File: src/ihex_pkg.sv
`timescale 1ns / 1ps
// ihex_pkg: shared types, codes and constants for the hex record decoder
// no dependencies; used by the top level and the bench

package ihex_pkg;

  localparam int unsigned POS_W = 10;
  localparam logic [POS_W-1:0] POS_MAX = 10'd1023;
  localparam logic [POS_W-1:0] MIN_LEN = 10'd11;

  localparam logic [7:0] CHAR_CR    = 8'h0D;
  localparam logic [7:0] CHAR_LF    = 8'h0A;
  localparam logic [7:0] CHAR_COLON = 8'h3A;

  localparam logic [7:0] REC_DATA    = 8'h00;
  localparam logic [7:0] REC_EOF     = 8'h01;
  localparam logic [7:0] REC_SEGMENT = 8'h02;
  localparam logic [7:0] REC_LINEAR  = 8'h04;

  typedef enum logic [1:0] {
    KIND_DATA   = 2'd0,
    KIND_RECORD = 2'd1,
    KIND_ERROR  = 2'd2
  } kind_t;

  typedef enum logic [2:0] {
    ERR_NONE      = 3'd0,
    ERR_SHORT     = 3'd1,
    ERR_NO_COLON  = 3'd2,
    ERR_BAD_DIGIT = 3'd3,
    ERR_LENGTH    = 3'd4,
    ERR_CHECKSUM  = 3'd5,
    ERR_BASE_SHORT = 3'd6
  } err_code_t;

  typedef struct packed {
    logic [1:0]  kind;
    logic [31:0] address;
    logic [7:0]  data_byte;
    logic [7:0]  record_kind;
    logic [2:0]  error_code;
    logic [31:0] lowest_address;
    logic [31:0] highest_address;
  } result_t;

  // {ok, value}; an invalid digit decodes as zero
  function automatic logic [4:0] hex_nibble(input logic [7:0] c);
    logic [4:0] r;
    r = 5'd0;
    if (c >= 8'h30 && c <= 8'h39) begin
      r = {1'b1, 4'(c - 8'h30)};
    end else if (c >= 8'h41 && c <= 8'h46) begin
      r = {1'b1, 4'(c - 8'h37)};
    end else if (c >= 8'h61 && c <= 8'h66) begin
      r = {1'b1, 4'(c - 8'h57)};
    end
    return r;
  endfunction

endpackage

File: src/ihex_in_if.sv
`timescale 1ns / 1ps
// ihex_in_if: character channel into the decoder, valid/ready handshake
// depends on nothing

interface ihex_in_if;
  logic       valid;
  logic       ready;
  logic [7:0] character;

  modport source (output valid, output character, input ready);
  modport sink (input valid, input character, output ready);
endinterface

File: src/ihex_out_if.sv
`timescale 1ns / 1ps
// ihex_out_if: result channel out of the decoder, valid/ready handshake
// depends on nothing

interface ihex_out_if;
  logic        valid;
  logic        ready;
  logic [1:0]  kind;
  logic [31:0] address;
  logic [7:0]  data_byte;
  logic [7:0]  record_kind;
  logic [2:0]  error_code;
  logic [31:0] lowest_address;
  logic [31:0] highest_address;

  modport source (output valid, output kind, output address, output data_byte,
                  output record_kind, output error_code, output lowest_address,
                  output highest_address, input ready);
  modport sink (input valid, input kind, input address, input data_byte,
                input record_kind, input error_code, input lowest_address,
                input highest_address, output ready);
endinterface

File: src/intel_hex_record_decoder.sv
`timescale 1ns / 1ps
// intel_hex_record_decoder: one character per cycle unless the result side stalls
// a taken character is registered in the input register, and its result (if any)
//   in the result register; both registers move each cycle unless the result
//   side stalls
// reset: synchronous active-low rst_n clears line state, base, marks and error
// depends on ihex_pkg, ihex_in_if, ihex_out_if

module intel_hex_record_decoder
  import ihex_pkg::*;
(
  input  logic         clk,
  input  logic         rst_n,
  ihex_in_if.sink      in_ch,
  ihex_out_if.source   out_ch
);

  // input and result stage
  logic            in_valid_r, in_valid_nxt;
  logic [7:0]      char_r, char_nxt;
  logic            out_valid_r, out_valid_nxt;
  result_t         out_word_r, out_word_nxt;

  // decoder state
  logic [POS_W-1:0] pos_r, pos_nxt;
  logic [3:0]       nib_r, nib_nxt;
  logic [7:0]       cnt_r, cnt_nxt;
  logic [15:0]      ofs_r, ofs_nxt;
  logic [7:0]       typ_r, typ_nxt;
  logic [7:0]       sum_r, sum_nxt;
  logic [15:0]      bb_r, bb_nxt;
  logic [31:0]      base_r, base_nxt;
  logic [31:0]      low_r, low_nxt;
  logic [31:0]      high_r, high_nxt;
  logic             err_r, err_nxt;
  logic             colon_r, colon_nxt;
  logic             head_bad_r, head_bad_nxt;
  logic             body_bad_r, body_bad_nxt;

  logic             advance;
  logic             res_valid;
  result_t          res;

  logic [POS_W-1:0] twice_cnt;
  logic [POS_W-1:0] full_len;
  logic [4:0]       dig;
  logic [7:0]       b;
  logic [7:0]       idx;
  logic [2:0]       code;
  logic [31:0]      start;
  logic [31:0]      last;

  assign advance      = in_valid_r && (!out_valid_r || out_ch.ready);
  assign in_ch.ready  = !in_valid_r || advance;

  assign twice_cnt = {1'b0, cnt_r, 1'b0};
  assign full_len  = MIN_LEN + twice_cnt;
  assign dig       = hex_nibble(char_r);
  assign b         = {nib_r, dig[3:0]};
  assign idx       = pos_r[8:1] - 8'd5;
  assign start     = base_r + {16'd0, ofs_r};
  assign last      = start + {24'd0, cnt_r} - 32'd1;

  always_comb begin
    in_valid_nxt  = in_valid_r;
    char_nxt      = char_r;
    out_valid_nxt = out_valid_r;
    out_word_nxt  = out_word_r;
    pos_nxt       = pos_r;
    nib_nxt       = nib_r;
    cnt_nxt       = cnt_r;
    ofs_nxt       = ofs_r;
    typ_nxt       = typ_r;
    sum_nxt       = sum_r;
    bb_nxt        = bb_r;
    base_nxt      = base_r;
    low_nxt       = low_r;
    high_nxt      = high_r;
    err_nxt       = err_r;
    colon_nxt     = colon_r;
    head_bad_nxt  = head_bad_r;
    body_bad_nxt  = body_bad_r;
    res_valid     = 1'b0;
    res           = '0;
    code          = ERR_NONE;

    if (in_ch.ready) begin
      in_valid_nxt = in_ch.valid;
      if (in_ch.valid) begin
        char_nxt = in_ch.character;
      end
    end

    if (advance && char_r != CHAR_CR) begin
      if (char_r == CHAR_LF) begin
        if (!err_r) begin
          if (pos_r < MIN_LEN - 10'd1) begin
            code = ERR_SHORT;
          end else if (!colon_r) begin
            code = ERR_NO_COLON;
          end else if (head_bad_r) begin
            code = ERR_BAD_DIGIT;
          end else if (typ_r != REC_EOF) begin
            if (pos_r != full_len) begin
              code = ERR_LENGTH;
            end else if (body_bad_r) begin
              code = ERR_BAD_DIGIT;
            end else if (sum_r != 8'd0) begin
              code = ERR_CHECKSUM;
            end else if ((typ_r == REC_SEGMENT || typ_r == REC_LINEAR) && cnt_r < 8'd2) begin
              code = ERR_BASE_SHORT;
            end
          end
          res_valid       = 1'b1;
          res.record_kind = typ_r;
          if (code != ERR_NONE) begin
            err_nxt            = 1'b1;
            res.kind           = KIND_ERROR;
            res.error_code     = code;
            res.lowest_address  = low_r;
            res.highest_address = high_r;
          end else begin
            if (typ_r == REC_DATA && cnt_r != 8'd0) begin
              if (start < low_r) low_nxt = start;
              if (last > high_r) high_nxt = last;
            end else if (typ_r == REC_SEGMENT) begin
              base_nxt = {12'd0, bb_r, 4'd0};
            end else if (typ_r == REC_LINEAR) begin
              base_nxt = {bb_r, 16'd0};
            end
            res.kind            = KIND_RECORD;
            res.lowest_address  = low_nxt;
            res.highest_address = high_nxt;
          end
        end
        // line state starts over
        pos_nxt      = '0;
        nib_nxt      = '0;
        cnt_nxt      = '0;
        ofs_nxt      = '0;
        typ_nxt      = '0;
        sum_nxt      = '0;
        bb_nxt       = '0;
        colon_nxt    = 1'b0;
        head_bad_nxt = 1'b0;
        body_bad_nxt = 1'b0;
      end else begin
        if (pos_r < POS_MAX) pos_nxt = pos_r + 10'd1;
        if (pos_r == '0) begin
          colon_nxt = (char_r == CHAR_COLON);
        end else if (pos_r > 10'd8 && (typ_r == REC_EOF || pos_r > full_len - 10'd1)) begin
          // eof body or trailing characters: only counted
        end else begin
          if (!dig[4]) begin
            if (pos_r <= 10'd8) head_bad_nxt = 1'b1;
            else body_bad_nxt = 1'b1;
          end
          if (pos_r[0]) begin
            nib_nxt = dig[3:0];
          end else begin
            sum_nxt = sum_r + b;
            if (pos_r == 10'd2) begin
              cnt_nxt = b;
            end else if (pos_r == 10'd4) begin
              ofs_nxt = {b, ofs_r[7:0]};
            end else if (pos_r == 10'd6) begin
              ofs_nxt = {ofs_r[15:8], b};
            end else if (pos_r == 10'd8) begin
              typ_nxt = b;
            end else if (pos_r <= full_len - 10'd3) begin
              if (idx == 8'd0) bb_nxt = {b, bb_r[7:0]};
              else if (idx == 8'd1) bb_nxt = {bb_r[15:8], b};
              if (typ_r == REC_DATA && colon_r && !err_r) begin
                res_valid           = 1'b1;
                res.kind            = KIND_DATA;
                res.address         = start + {24'd0, idx};
                res.data_byte       = b;
                res.record_kind     = typ_r;
                res.lowest_address  = low_r;
                res.highest_address = high_r;
              end
            end
          end
        end
      end
    end

    if (advance) begin
      out_valid_nxt = res_valid;
      if (res_valid) out_word_nxt = res;
    end else if (out_ch.ready) begin
      out_valid_nxt = 1'b0;
    end
  end

  always_ff @(posedge clk) begin
    if (!rst_n) begin
      in_valid_r  <= 1'b0;
      out_valid_r <= 1'b0;
      pos_r       <= '0;
      nib_r       <= '0;
      cnt_r       <= '0;
      ofs_r       <= '0;
      typ_r       <= '0;
      sum_r       <= '0;
      bb_r        <= '0;
      base_r      <= '0;
      low_r       <= '1;
      high_r      <= '0;
      err_r       <= 1'b0;
      colon_r     <= 1'b0;
      head_bad_r  <= 1'b0;
      body_bad_r  <= 1'b0;
    end else begin
      in_valid_r  <= in_valid_nxt;
      out_valid_r <= out_valid_nxt;
      pos_r       <= pos_nxt;
      nib_r       <= nib_nxt;
      cnt_r       <= cnt_nxt;
      ofs_r       <= ofs_nxt;
      typ_r       <= typ_nxt;
      sum_r       <= sum_nxt;
      bb_r        <= bb_nxt;
      base_r      <= base_nxt;
      low_r       <= low_nxt;
      high_r      <= high_nxt;
      err_r       <= err_nxt;
      colon_r     <= colon_nxt;
      head_bad_r  <= head_bad_nxt;
      body_bad_r  <= body_bad_nxt;
    end
  end

  always_ff @(posedge clk) begin
    char_r     <= char_nxt;
    out_word_r <= out_word_nxt;
  end

  assign out_ch.valid           = out_valid_r;
  assign out_ch.kind            = out_word_r.kind;
  assign out_ch.address         = out_word_r.address;
  assign out_ch.data_byte       = out_word_r.data_byte;
  assign out_ch.record_kind     = out_word_r.record_kind;
  assign out_ch.error_code      = out_word_r.error_code;
  assign out_ch.lowest_address  = out_word_r.lowest_address;
  assign out_ch.highest_address = out_word_r.highest_address;

  // once the error is out, nothing else is produced
  a_silent_after_error: assert property (@(posedge clk) disable iff (!rst_n)
    err_r |-> !(advance && res_valid))
    else $error("result produced after latched error");

  // an error result always carries a nonzero code, others carry none
  a_code_matches_kind: assert property (@(posedge clk) disable iff (!rst_n)
    out_valid_r |-> ((out_word_r.kind == KIND_ERROR) == (out_word_r.error_code != ERR_NONE)))
    else $error("error code does not match result kind");

  // data words only come from data records
  a_data_from_type0: assert property (@(posedge clk) disable iff (!rst_n)
    (out_valid_r && out_word_r.kind == KIND_DATA) |-> out_word_r.record_kind == REC_DATA)
    else $error("data word from a non-data record");

  // an empty result register never blocks the input side
  a_ready_when_empty: assert property (@(posedge clk) disable iff (!rst_n)
    !out_valid_r |-> in_ch.ready)
    else $error("input stalled with empty result register");

  // the error flag only rises together with an error result
  a_error_with_result: assert property (@(posedge clk) disable iff (!rst_n)
    (!err_r && err_nxt) |=> (out_valid_r && out_word_r.kind == KIND_ERROR))
    else $error("error latched without error result");

endmodule

File: src/flat_wrapper.sv
// flat-port wrapper written by rule: the top's interface ports become plain ports
module intel_hex_record_decoder_flat import ihex_pkg::*;
  (clk, rst_n, in_ch_valid, in_ch_character, in_ch_ready, out_ch_valid, out_ch_kind, out_ch_address, out_ch_data_byte, out_ch_record_kind, out_ch_error_code, out_ch_lowest_address, out_ch_highest_address, out_ch_ready);
  ihex_in_if in_ch_i ();
  ihex_out_if out_ch_i ();
  input  logic clk;
  input  logic rst_n;
  input wire logic [$bits(in_ch_i.valid)-1:0] in_ch_valid;
  input wire logic [$bits(in_ch_i.character)-1:0] in_ch_character;
  output wire logic [$bits(in_ch_i.ready)-1:0] in_ch_ready;
  output wire logic [$bits(out_ch_i.valid)-1:0] out_ch_valid;
  output wire logic [$bits(out_ch_i.kind)-1:0] out_ch_kind;
  output wire logic [$bits(out_ch_i.address)-1:0] out_ch_address;
  output wire logic [$bits(out_ch_i.data_byte)-1:0] out_ch_data_byte;
  output wire logic [$bits(out_ch_i.record_kind)-1:0] out_ch_record_kind;
  output wire logic [$bits(out_ch_i.error_code)-1:0] out_ch_error_code;
  output wire logic [$bits(out_ch_i.lowest_address)-1:0] out_ch_lowest_address;
  output wire logic [$bits(out_ch_i.highest_address)-1:0] out_ch_highest_address;
  input wire logic [$bits(out_ch_i.ready)-1:0] out_ch_ready;
  assign in_ch_i.valid = in_ch_valid;
  assign in_ch_i.character = in_ch_character;
  assign in_ch_ready = in_ch_i.ready;
  assign out_ch_valid = out_ch_i.valid;
  assign out_ch_kind = out_ch_i.kind;
  assign out_ch_address = out_ch_i.address;
  assign out_ch_data_byte = out_ch_i.data_byte;
  assign out_ch_record_kind = out_ch_i.record_kind;
  assign out_ch_error_code = out_ch_i.error_code;
  assign out_ch_lowest_address = out_ch_i.lowest_address;
  assign out_ch_highest_address = out_ch_i.highest_address;
  assign out_ch_i.ready = out_ch_ready;
  intel_hex_record_decoder u_core (.clk(clk), .rst_n(rst_n), .in_ch(in_ch_i), .out_ch(out_ch_i));
endmodule
File: config.mk
export PLATFORM = sky130hd
export DESIGN_NAME = intel_hex_record_decoder_flat
export DESIGN_NICKNAME = d
export VERILOG_FILES = /design/src/ihex_pkg.sv /design/src/ihex_in_if.sv /design/src/ihex_out_if.sv /design/src/intel_hex_record_decoder.sv /design/src/flat_wrapper.sv
export SDC_FILE = /design/constraint.sdc
export NUM_CORES = 1
export LEC_CHECK = 0
export CORE_MARGIN = 3
export CORE_UTILIZATION = 65
export DETAILED_ROUTE_END_ITERATION = 8
export DONT_BUFFER_PORTS = 1
export GPL_TIMING_DRIVEN = 0
export PLACE_DENSITY = 0.79
export SYNTH_ARGS = -nofsm -noshare
export SYNTH_HDL_FRONTEND = slang
export SYNTH_SLANG_ARGS = --single-unit
File: constraint.sdc
create_clock -name clk -period 7.9 [get_ports clk]
set_input_delay 0.79 -clock clk [delete_from_list [all_inputs] [get_ports clk]]
set_output_delay 0.79 -clock clk [all_outputs]
set_load 0.01 [all_outputs]
* Word-level counts from Yosys, hierarchy flattened *
Index checks and enable logic that the tools add are counted.

word-level totals
  bits of input ports = 12
  output and inout port bits = 119
  register bits = 297
  ROM bits = 0
  memory bits (writable) = 0
  logic and storage cells = 254
  bits in latches = 0
  memories kept = 0

cells by class
  multipliers = 0
  equal/unequal tests = 23
  multiplexer cells = 115
  order comparisons = 15
  shift-type cells = 0
  add/subtract/negate cells = 13
  bitwise operators = 7
  reductions and logical operators = 55
  divide/modulo/power cells = 0

operator list
  kind                                                    number
  two-way mux 64 bit                                      11
  two-way mux 50 bit                                      7
  two-way mux 16 bit                                      16
  two-way mux 32 bit                                      6
  two-way mux 8 bit                                       20
  two-way mux 48 bit                                      2
  two-way mux 75 bit                                      1
  adder 32 x 8 -> 32 bit                                  2
  two-way mux 3 bit                                       12
  adder 32 x 16 -> 32 bit                                 1
  greater-than comparator 32 bit                          1
  < comparator 32 bit                                     1
  subtractor 32 x 1 -> 32 bit (second input constant)     1
  two-way mux 1 bit                                       28
  nonzero test 2 bit                                      13
  equality test 10 x 3 -> 1 bit (second input constant)   2
  two-way mux 10 bit                                      2
  equality test 8 x 1 -> 1 bit (second input constant)    2
  >= comparator 8 x 7 -> 1 bit (second input constant)    2
  <= comparator 8 x 7 -> 1 bit (second input constant)    2
  logical NOT 8 bit                                       2
  two-way mux 4 bit                                       4
  inequality test 2 x 1 -> 1 bit (second input constant)  8
  nonzero test 8 bit                                      2
  45 further kinds                                        80

* Logic depth before layout (Yosys ltp) *
  depth in word-level cells = 18
  gate-level depth with buffers = 34
  depth with buffers taken out = 32

* Least setup slack after synthesis *
OpenSTA, ideal clock, no wires.

  kind = register to register
  start point = register u_core.base_r[5]
  end point = register u_core.out_word_r, in the netlist u_core.out_ch.highest_address[24], data pin
  path buffers = 1
  required time = 7.633 ns
  stages on the path, launching flop included = 30
  arrival time = 6.127 ns
  path slack = 1.506 ns
  period minus slack after synthesis = 6.394 ns
  setup time = 0.267 ns
  path through = dfxtp_1 > ha_1 > a211oi_1 > o21ai_1 > a21oi_1 > o21bai_1 > a21o_1 > a21o_1 > a31oi_1 > xnor2_1 > inv_1 > ha_1 > or3_1 > a2111oi_2 > a211o_2 > o21ai_2 > a311oi_2 > a31oi_2 > o21a_1 > o31a_1 > and2_1 > ha_1 > nand4_1 > nor4_1 > o21ai_0 > a311oi_1 > o21ai_2 > buf_2 > nand2_1 > o21ai_0

between the ends
  cells in the longest elaborated chain, start to end = 9

RTL lines
  what                            line                             text
  from (decl)                     intel_hex_record_decoder.sv:32   logic [31:0] base_r, base_nxt;
  from (signal assigned)          intel_hex_record_decoder.sv:224  base_r <= base_nxt;
  adder 32 x 16 -> 32 bit *       intel_hex_record_decoder.sv:61   assign start = base_r + {16'd0, ofs_r};
  adder 32 x 8 -> 32 bit *        intel_hex_record_decoder.sv:62   assign last = start + {24'd0, cnt_r} - 32'd1;
  subtractor 32 x 1 -> 32 bit *   intel_hex_record_decoder.sv:62
  greater-than comparator 32 bit  intel_hex_record_decoder.sv:125  if (last > high_r) high_nxt = last;
  two-way mux 32 bit *            intel_hex_record_decoder.sv:125
  two-way mux 32 bit *            intel_hex_record_decoder.sv:123  if (typ_r == REC_DATA && cnt_r != 8'd0) begin
  two-way mux 64 bit *            intel_hex_record_decoder.sv:116  if (code != ERR_NONE) begin
  two-way mux 75 bit *            intel_hex_record_decoder.sv:96   if (!err_r) begin
  two-way mux 64 bit *            intel_hex_record_decoder.sv:95   if (char_r == CHAR_LF) begin
  to (signal assigned)            intel_hex_record_decoder.sv:236  out_word_r <= out_word_nxt;
  to (decl)                       intel_hex_record_decoder.sv:22   result_t out_word_r, out_word_nxt;

Every way passes the cells marked *; elsewhere a longest branch is shown, timed or not.
A chain may end at the register's enable or synchronous reset.

* Final worst setup path *
  start point = register u_core.base_r[6]
  end point = register u_core.out_word_r, in the netlist u_core.out_ch.highest_address[26], data pin

The elaborated chain is that of the path after synthesis.

==> metrics.yaml <==
clock_network:
  insertion_delay_ns: 0.58
  cts.sinks: 293
  cts_buffers: 31
  cts_hold_buffers: 0
  cts-root-buf: "clkbuf_16"
  h-tree-depth: 1
  clock_path_buffers: 3
  cts_tree: "done"
  path_clk_slew_ns: 0.06
pwr:
  p_comb_share_pct: 2.7
  switchingPower_mw: 0.6903
  power_leakage_nw: 7.918
  power_density_nw_per_um2: 160.5
  p_seq_share_pct: 50.0
  ir_drop_mv: 0.1792
  p_sw_share_pct: 21.85
  fin_total_pwr_mw: 3.159
  p_int_mw: 2.469
  clkPwrFrac_pct: 47.3
synth:
  synth_area_leaders: "edfxtp_1, dfxtp_1, ha_1, inv_1, nor2_1"
  synth_cells: 1927
  ys_seq_area_share_pct: 39.47
  synth_compound_area_share_pct: 19.37
  ys_ff_latch: 293
  async_reset_ff_share_pct: 0
  yosysMostFrequentCell: "ha_1"
  yosys_warnings: 0
  yosys.area_share.xor_xnor_pct: 4.947
  synth_top_area_share_pct: 20.82
  synth_nets: 2123
  syn_avg_cell_area_um2: 9.358
  synth.area.mux_share_pct: 1.006
  synth-simple-area-share_pct: 16.63
  synthTopCellsByCount: "ha_1, inv_1, nor2_1"
  synth-main-ff-cell: "dfxtp_1"
  synth-edff-count: 125
  yosysUniqueCellTypes: 101
  netlist_area_um2: 18030
  synthAdderAreaFrac_pct: 12.93
  synth_top_family_by_area: "compound AO/OA/AOI/OAI gates"
  synth.largest_area_cell: "edfxtp_1"
layout:
  final_nets: 2160
  area_growth_pct: 9.152
  n_fill_cell: 1988
  drive_gt1_share_pct: 8.446
  final_cells: 2361
  diodes: 0
  final-seq-area_um2: 7117
  multi_input_area_um2: 9978
floorplanning:
  io_pins: 131
  die_y_um: 172.6
  die_x_um: 172.6
  start_util_pct: 66.54
  coreArea_um2: 27100
  fp.dieArea_um2: 29780
  rows: 60
global_routing:
  overflow: 0
  grt_pass1_wl_um: 76590
  grt_max_degree: 78
  antenna_found_initial: 0
  grt_use_total_pct: 31.87
  grt_pass1_vias: 14040
sta:
  skew_ns: 0.01053
  post-route-period-util_pct: 94.05
  setup_viol: 0
  fin_crit_ns: 7.430
  setup_tns_ns: 0
  clock.fmax_mhz: 134.6
  hold_viol_final: 0
  relSlewSlack_pct: 20.85
  worst_pin_slew_ns: 1.176
  maxSlewViolCount: 0
worst_setup_path:
  crit_path_max_fanout: 10
  cp.required_ns: 8.19
  arrival_ns: 7.72
  crit_slowest_cell: "o41ai_2"
  max_stage_delay_ns: 0.52
  worstSetupStartpointType: "register"
  crit_type: "reg -> reg"
  crit_path_end_kind: "register"
drt:
  wl_um: 49010
  drt_iter0_drc: 1438
  antenna_left: 0
  drtPass1Iterations: 6
  vias_per_cell: 6.269
  num_vias: 14800
  remaining_drc_errors: 0
  routedWlPerCell_um: 20.76
worst_hold_path:
  hold_path_class: "in -> reg"
flow_run:
  max_cap_viol_count: 0
placed_design:
  io_buffers: 0
  gp_congestion: 0.9580
  post-dp-hpwl_um: 37140
  placedCellCount: 2300
run_status:
  status: "complete, no violations"
==> cell families after synthesis <==
group | after synthesis
muxes | 18
DFF | 293
buffers and inverters | 245
adders and majority gates | 184
xor gates and xnor gates | 101
and+or+nand+nor | 595
AOI/OAI and AO/OA | 491
==> sequential cells by signal, summed over array words and instances, names as in the netlist, 10 cells and up <==
name,count
u_core.out_ch.lowest_address,32
u_core.low_r,32
u_core.base_r,28
u_core.bb_r,16
u_core.out_ch.address,32
u_core.ofs_r,16
u_core.high_r,32
u_core.pos_r,10
u_core.out_ch.highest_address,32
==> critical path: cells and delay by family, from the launching register on <==
kind                     cells  cell delay, ns
AND/OR/NAND/NOR              4            0.76
flip-flops                   1            0.33
AO/OA/AOI/OAI               18            4.07
buffers and inverters        2            0.44
XOR/XNOR                     2            0.42
adder cells (fa/ha/maj)      3            1.10
==> timing repair <==
item	4_1_cts	5_1_grt
resized for setup	4	8
endpoints found under the setup margin	61	64
setup buffers	0	3
pin swaps	0	1
==> through the flow <==
| stage | hold WS [ns] | setup WS [ns] | instance area (µm²) | util, % |
|---|---|---|---|---|
| 2_1_floorplan | 0.4319 | 1.506 | 18030 | - |
| 3_3_place_gp | 0.4452 | -0.1293 | 18500 | 68.25 |
| 3_5_place_dp | 0.4584 | -0.2726 | 18530 | 68.38 |
| 4_1_cts | 0.2901 | 0.01300 | 19610 | 72.36 |
| 5_1_grt | 0.2883 | -0.02039 | 19680 | 72.63 |
| 6_report | 0.3086 | 0.4704 | 19680 | 72.63 |
==> per-layer routing <==
layer  track usage (%)  part of all wire, %  up-vias  wire length [µm]
met5                 0                    0        -                 0
met4             17.27                  6.0        0              2937
met3             3.821                  6.9      154              3375
met2             51.03                   45      647             22160
met1             42.52                   42     7000             20540
li1                  -                    -     7000                 -
==> layout by cell type, fill, tap and decap left out, types with 35 or more instances in the layout <==
cell,netlist,layout
a21o_1,49,49
a21oi_1,102,102
a22o_1,44,44
clkbuf_1,40,44
dfxtp_1,168,168
edfxtp_1,125,125
ha_1,180,180
inv_1,173,173
nand2_1,152,151
nand3_1,72,72
nor2_1,170,169
o211ai_1,35,35
o21ai_0,87,86
xnor2_1,65,62
==> worst paths after layout <==
check / startpoint / to / slack, ns / depth (start not counted)
max reg2reg: u_core.base_r[6] / u_core.out_ch.highest_address[26] / 0.47 / 29
min reg2reg: u_core.base_r[24] / u_core.base_r[24] / 0.46 / 2
min: in_ch_character[7] / u_core.char_r[7] / 0.31 / 0
max: u_core.base_r[6] / u_core.out_ch.highest_address[26] / 0.47 / 29
==> power by group through the flow <==
stage	logic [mW]	registers [mW]	clock network (mW)
floorplan	0.0546	1.61	0
global placement	0.0805	1.61	0
detailed placement	0.0823	1.61	0
CTS	0.0829	1.58	1.51
global route	0.0901	1.58	1.57
finish	0.0853	1.58	1.49
==> layout make-up <==
class	instances	share of cell area, %
plain buffers	71	1.856
inverters	174	3.318
multi-input cells	1389	50.70
clock inverters	21	1.195
well taps	372	2.365
clock buffers	37	4.157
repair buffers	4	0.2543
flip-flops and latches	293	36.16
No activity file was read; power rests on OpenSTA's default activity.
